==> config.mk <==
export PLATFORM = sky130hd
export DESIGN_NAME = adex_ctrl
export DESIGN_NICKNAME = d
export VERILOG_FILES = /design/src/sv/adex_pkg.sv /design/src/sv/adex_ctrl.sv
export SDC_FILE = /design/constraint.sdc
export NUM_CORES = 1
export LEC_CHECK = 0
export BUFFER_PORTS_ARGS = -buffer_cell sky130_fd_sc_hd__buf_2
export CORE_UTILIZATION = 50
export CTS_CLUSTER_SIZE = 10
export DETAILED_ROUTE_END_ITERATION = 10
export PLACE_DENSITY = 0.86
export SLEW_MARGIN = 10
export SYNTH_ARGS = -nofsm -noshare
export SYNTH_HDL_FRONTEND = slang
export SYNTH_SLANG_ARGS = --single-unit
export TNS_END_PERCENT = 30
==> constraint.sdc <==
create_clock -name clk -period 3.3 [get_ports clk]
set_input_delay 0 -clock clk [delete_from_list [all_inputs] [get_ports clk]]
set_output_delay 0 -clock clk [all_outputs]
set_load 0.02 [all_outputs]
==> src/sv/adex_pkg.sv <==
// Shared types, constants and arithmetic helpers of the AdEx neuron update block.
package adex_pkg;

  // Configuration register indexes.
  localparam logic [7:0] REG_MEMBRANE_RATE   = 8'd0;
  localparam logic [7:0] REG_LEAK_COND       = 8'd1;
  localparam logic [7:0] REG_REST_POTENTIAL  = 8'd2;
  localparam logic [7:0] REG_THRESHOLD       = 8'd3;
  localparam logic [7:0] REG_SLOPE_FACTOR    = 8'd4;
  localparam logic [7:0] REG_ADAPT_COUPLING  = 8'd5;
  localparam logic [7:0] REG_ADAPT_INCREMENT = 8'd6;
  localparam logic [7:0] REG_SPIKE_POTENTIAL = 8'd7;

  // Register values after reset.
  localparam logic [30:0] RST_MEMBRANE_RATE   = 31'd23;
  localparam logic [30:0] RST_LEAK_COND       = 31'd1966080;
  localparam logic signed [31:0] RST_REST     = -32'sd4626842;
  localparam logic signed [31:0] RST_THRESH   = -32'sd3303014;
  localparam logic [30:0] RST_SLOPE_FACTOR    = 31'd131072;
  localparam logic signed [31:0] RST_COUPLING = 32'sd262144;
  localparam logic signed [31:0] RST_INCREMENT = 32'sd5276;
  localparam logic signed [31:0] RST_SPIKE    = 32'sd1310720;

  // log2(e) and the exp2 polynomial coefficients, Q16.16.
  localparam logic signed [31:0] LOG2E_Q16 = 32'sd94548;
  localparam logic signed [31:0] POLY_C3   = 32'sd5137;
  localparam logic [17:0] POLY_C2 = 18'd14812;
  localparam logic [17:0] POLY_C1 = 18'd45587;
  localparam logic [17:0] POLY_C0 = 18'd65536;

  localparam logic signed [31:0] S32_MAX = 32'sh7FFFFFFF;
  localparam logic signed [31:0] S32_MIN = 32'sh80000000;

  // Datapath micro-operations issued by the controller.
  typedef enum logic [4:0] {
    ST_NONE, ST_LOAD, ST_INIT, ST_GD, ST_D0, ST_LM, ST_LIN, ST_UDIV, ST_MT, ST_T,
    ST_M1, ST_P1, ST_M2, ST_P2, ST_M3, ST_P3, ST_E, ST_MEX, ST_FX, ST_SUM,
    ST_MX, ST_X, ST_XD, ST_MA, ST_DW, ST_WST, ST_WDIV, ST_CHK, ST_WB
  } step_t;

  typedef struct packed {
    logic  accept;
    step_t step;
  } cmd_t;

  typedef struct packed {
    logic div_done;
    logic op_reset;
    logic idx_ok;
    logic spike;
  } status_t;

  // Saturate a 34-bit sum to signed 32 bits.
  function automatic logic signed [31:0] sat34(input logic signed [33:0] v);
    if (v > 34'(S32_MAX)) return S32_MAX;
    if (v < 34'(S32_MIN)) return S32_MIN;
    return v[31:0];
  endfunction

  // Q16.16 product: shift right by 16 rounding toward minus infinity, then saturate.
  function automatic logic signed [31:0] prod(input logic signed [63:0] m);
    logic signed [47:0] s;
    s = m[63:16];
    if (s > 48'(S32_MAX)) return S32_MAX;
    if (s < 48'(S32_MIN)) return S32_MIN;
    return s[31:0];
  endfunction

endpackage

==> src/sv/adex_ctrl.sv <==
// Controller: sequences one item through the substeps of the shared datapath.
module adex_ctrl
  import adex_pkg::*;
#(
  parameter int SUBSTEPS = 10
) (
  input  logic    clk,
  input  logic    rst,
  input  logic    in_valid,
  output logic    in_ready,
  output logic    out_valid,
  input  logic    out_ready,
  input  status_t status,
  output cmd_t    cmd
);
  localparam int KW = (SUBSTEPS > 1) ? $clog2(SUBSTEPS) : 1;

  typedef enum logic [4:0] {
    S_IDLE, S_LOAD, S_INIT, S_GD, S_D0, S_LM, S_LIN, S_UDIV, S_MT, S_T,
    S_M1, S_P1, S_M2, S_P2, S_M3, S_P3, S_E, S_MEX, S_FX, S_SUM,
    S_MX, S_X, S_XD, S_MA, S_DW, S_WST, S_WDIV, S_CHK, S_WB
  } state_t;

  state_t      state;
  logic [KW-1:0] k;
  logic        out_free;

  assign in_ready = (state == S_IDLE);
  assign out_free = !out_valid || out_ready;

  // Command decode.
  always_comb begin
    cmd.accept = in_valid && in_ready;
    unique case (state)
      S_IDLE: cmd.step = ST_NONE;
      S_LOAD: cmd.step = ST_LOAD;
      S_INIT: cmd.step = ST_INIT;
      S_GD:   cmd.step = ST_GD;
      S_D0:   cmd.step = ST_D0;
      S_LM:   cmd.step = ST_LM;
      S_LIN:  cmd.step = ST_LIN;
      S_UDIV: cmd.step = ST_UDIV;
      S_MT:   cmd.step = ST_MT;
      S_T:    cmd.step = ST_T;
      S_M1:   cmd.step = ST_M1;
      S_P1:   cmd.step = ST_P1;
      S_M2:   cmd.step = ST_M2;
      S_P2:   cmd.step = ST_P2;
      S_M3:   cmd.step = ST_M3;
      S_P3:   cmd.step = ST_P3;
      S_E:    cmd.step = ST_E;
      S_MEX:  cmd.step = ST_MEX;
      S_FX:   cmd.step = ST_FX;
      S_SUM:  cmd.step = ST_SUM;
      S_MX:   cmd.step = ST_MX;
      S_X:    cmd.step = ST_X;
      S_XD:   cmd.step = ST_XD;
      S_MA:   cmd.step = ST_MA;
      S_DW:   cmd.step = ST_DW;
      S_WST:  cmd.step = ST_WST;
      S_WDIV: cmd.step = ST_WDIV;
      S_CHK:  cmd.step = ST_CHK;
      S_WB:   cmd.step = out_free ? ST_WB : ST_NONE;
      default: cmd.step = ST_NONE;
    endcase
  end

  // State, substep counter and result valid.
  always_ff @(posedge clk) begin
    if (rst) begin
      state     <= S_IDLE;
      k         <= '0;
      out_valid <= 1'b0;
    end else begin
      if (state == S_WB && out_free) out_valid <= 1'b1;
      else if (out_valid && out_ready) out_valid <= 1'b0;
      unique case (state)
        S_IDLE: if (in_valid) state <= S_LOAD;
        S_LOAD: state <= S_INIT;
        S_INIT: begin
          k <= '0;
          state <= (status.op_reset || !status.idx_ok) ? S_WB : S_GD;
        end
        S_GD:   state <= S_D0;
        S_D0:   state <= S_LM;
        S_LM:   state <= S_LIN;
        S_LIN:  state <= S_UDIV;
        S_UDIV: if (status.div_done) state <= S_MT;
        S_MT:   state <= S_T;
        S_T:    state <= S_M1;
        S_M1:   state <= S_P1;
        S_P1:   state <= S_M2;
        S_M2:   state <= S_P2;
        S_P2:   state <= S_M3;
        S_M3:   state <= S_P3;
        S_P3:   state <= S_E;
        S_E:    state <= S_MEX;
        S_MEX:  state <= S_FX;
        S_FX:   state <= S_SUM;
        S_SUM:  state <= S_MX;
        S_MX:   state <= S_X;
        S_X:    state <= S_XD;
        S_XD:   state <= S_MA;
        S_MA:   state <= S_DW;
        S_DW:   state <= S_WST;
        S_WST:  state <= S_WDIV;
        S_WDIV: if (status.div_done) state <= S_CHK;
        S_CHK: begin
          if (status.spike || k == KW'(SUBSTEPS - 1)) begin
            state <= S_WB;
          end else begin
            k <= k + KW'(1);
            state <= S_D0;
          end
        end
        S_WB: begin
          if (out_free) begin
            state <= S_IDLE;
          end
        end
        default: state <= S_IDLE;
      endcase
    end
  end

  // An accepted transaction always starts the memory read next.
  a_accept_load: assert property (@(posedge clk) disable iff (rst)
    (in_valid && in_ready) |=> (state == S_LOAD)) else $error("accept did not load");
  // A finished item raises the result valid.
  a_wb_valid: assert property (@(posedge clk) disable iff (rst)
    (state == S_WB && out_free) |=> out_valid) else $error("result not presented");
  // The substep counter stays within the substep count.
  a_k_range: assert property (@(posedge clk) disable iff (rst)
    (k <= KW'(SUBSTEPS - 1))) else $error("substep counter out of range");
endmodule

==> run_results.csv <==
group,metric,value,unit
clock_network,cts_hold_buffers,0,
power_and_ir_drop,clkPwrFrac,16.9,%
floorplan,row_count,13,
critical_path,cp_data_required_time,3.30,ns
critical_path,slowest_delay,0.69,ns
timing,finalSetupViolations,0,
detailed_routing,via_count,775,
flow_run,maxCapViolCount,0,
power_and_ir_drop,p_leak,0.0003354,uW
power_and_ir_drop,seqPwrFrac,40.6,%
clock_network,clock-root-buffer,"clkbuf_4",
clock_network,clock_latency,0.26,ns
clock_network,clk_pin_slew,0.07,ns
synth,yosys.cell_types.count,40,
synth,synth_ff_type,"dfxtp_1",
floorplan,num_io_pins,16,
outcome,outcome,"finished, final reports clean",
critical_path,worst_setup_path_start_kind,"flop",
timing,hold_slack,0.02784,ns
detailed_routing,wirelength,1661,microns
place,place_hpwl,1214,microns
clock_network,cts_tree,"yes",
detailed_routing,viasPerCell,6.151,
synth,synth_top_cell_area_share,25.64,%
critical_path,endpoint_kind,"primary output",
clock_network,cts_setup_buffers,0,
timing,rsz0062_at_grt,"no",
final_layout,fin_area,855.8,sq um
timing,drv_slew,0,
global_route,grt_pass1_vias,635,
final_layout,fin_util,61.90,%
detailed_routing,avgRoutedWirePerCell,13.18,microns
power_and_ir_drop,comb_power_share,42.5,%
timing,slew_headroom,61.52,%
floorplan,core-area,1383,sq um
detailed_routing,antenna_left,0,
place,port_buffers,15,
timing,fin_crit_sh,61.83,%
synth,yosysTopAreaCell,"dfxtp_1",
global_route,grt-ovfl-total,0,
final_layout,drive_gt1_share,20.72,%
global_route,grt_pass1_wl,2628,microns
synth,synth-seq-cells,10,
power_and_ir_drop,switchingPower,207.9,uW
floorplan,initial_core_util,56.47,%
global_route,grt_usage,19.37,%
critical_path,cp_slowest_cell,"dfxtp_1",
synth,synth.area.top_cells,"dfxtp_1 26%, nand3_1 5.8%, a21oi_1 5.1%",
synth,synth_edf_count,0,
power_and_ir_drop,powerDensity,569.4,nW/um^2
clock_network,cts_made_buffers,3,
clock_network,cts_buffer_depth,2,
final_layout,syn2layout_area_growth,9.615,%
final_layout,instances_no_fill,126,
clock_network,ctsHtreeMaxLevel,1,
synth,async_reset_ff_share,0,%
detailed_routing,first_iter_violations,13,
place,place_congestion,0.8375,
final_layout,nets,123,
final_layout,antenna_cells,0,
clock_network,ctsResizeCount,0,
final_layout,fill_cells,128,
clock_network,clkSinkCount,10,
timing,worst_slew_pin_slew,0.5764,ns
timing,fin_crit,2.040,ns
floorplan,die_h,41.52,microns
critical_path,path_cells,"nand3_2, or3_1, nor2b_1, a21o_1, buf_2",
timing,tns,0,ns
global_route,antenna_found_initial,0,
synth,seq_area_frac_synth,25.64,%
critical_path,crit_type,"reg -> out",
place,dpl_cell_area,833.3,sq um
floorplan,die_w,41.52,microns
power_and_ir_drop,switching_share,42.68,%
place,dp_cells,123,
detailed_routing,drc,0,
synth,ys.warnings.count,0,
min_path,hold_path_class,"in -> reg",
synth,syn_area,780.7,sq um
global_route,grt_max_degree,21,
timing,clock_skew,0.007601,ns
floorplan,die_area,1724,sq um
detailed_routing,first_pass_iters,4,
timing,hold_violations,0,
synth,synth_fp_nets,111,
power_and_ir_drop,p_int,279.3,uW
power_and_ir_drop,ir_worst_vdd,0.0003997,V
synth,syn_area_per_cell,7.730,sq um
critical_path,cp_max_fo,19,
critical_path,critical_path_arrival,2.04,ns
timing,maxClockFrequency,490.1,MHz
synth,netlist_instances,101,
-- worst paths after layout --
path,to,slack [ns],cells past startpoint,startpoint
worst min register to register,k[3]$_SDFFE_PP0P_,0.51,2,k[3]$_SDFFE_PP0P_
worst max register to register,state[4]$_SDFFE_PP0P_,1.43,4,state[3]$_SDFFE_PP0P_
worst max-delay path,cmd[2],1.26,5,state[3]$_SDFFE_PP0P_
worst min-delay path,state[2]$_SDFFE_PP0P_,0.03,2,rst
-- registers in the layout, indices dropped and copies added (netlist names) --
| signal | flops |
|---|---|
| state | 5 |
| k | 4 |
| out_valid | 1 |
-- power by group through the flow --
stage               Sequential, uW  Combinational, uW  Clock [uW]
global route                   205                224        88.8
detailed placement             199                206           0
global placement               198                202           0
floorplan                      153                207           0
finish                         198                207        82.5
CTS                            196                208        83.9
-- critical path: cells and delay by family, from the launching register on --
family	cells	cell delay (ns)
DFF	1	0.69
buffers and inverters	1	0.15
and+or+nand+nor	3	0.82
AOI/OAI and AO/OA	1	0.11
-- routing by layer --
metal | GRT usage, % | vias up | share of wire (%)
met3 | 3.913 | 4 | 2.2
met1 | 23.78 | 364 | 45
met4 | 8.387 | 0 | 1.6
li1 | - | 397 | -
met2 | 32.50 | 10 | 51
met5 | 0 | - | 0
-- cells in the mapped netlist (2+ instances only) --
| master | number |
|---|---|
| a21oi_1 | 8 |
| or2_2 | 2 |
| a221oi_1 | 2 |
| or3_1 | 2 |
| nand2_1 | 7 |
| xor2_1 | 2 |
| nand2b_1 | 6 |
| and3b_1 | 2 |
| ha_1 | 2 |
| and2_1 | 4 |
| a21o_1 | 3 |
| inv_1 | 2 |
| o21ai_0 | 5 |
| a211o_1 | 2 |
| buf_2 | 3 |
| nand3b_1 | 2 |
| nor3_1 | 4 |
| nor2b_1 | 2 |
| nand3_1 | 9 |
| clkbuf_1 | 3 |
| dfxtp_1 | 10 |
-- cell usage in the layout, fill, tap and decap left out, types with 3 or more instances in the layout --
master,instances
nand2_1,7
nand3_1,9
buf_2,15
nand2b_1,6
dfxtp_1,10
clkbuf_4,3
nor3_1,4
and2_1,4
a21o_1,3
o21ai_0,5
a21oi_1,8
-- per-stage QoR --
step                      setup WS (ns)  power [uW]
after floorplan                   1.785       359.5
after global placement            1.556       399.5
after detailed placement          1.499       404.6
after CTS                         1.295       488.3
after global routing              1.126       518.3
final                             1.260       487.3
-- cells by family after synthesis --
| kind of cell | after synthesis | synth area share (%) |
|---|---|---|
| simple gates | 51 | 40.87 |
| compound gates | 25 | 20.51 |
| buf+inv | 10 | 6.249 |
| flops | 10 | 25.64 |
| xor+xnor | 2 | 2.244 |
| fa+ha+maj | 2 | 3.205 |
| mux | 1 | 1.282 |
-- layout make-up --
cell class              count  area [sq um]  share of cell area [%]
multi-input cells          81         531.8                   62.13
flip-flops and latches     10         200.2                   23.39
repair buffers             15         75.07                   8.772
clock buffers               3         22.52                   2.632
well taps                  15         18.77                   2.193
inverters                   2         7.507                  0.8772
Power figures use the tool's default switching activity.
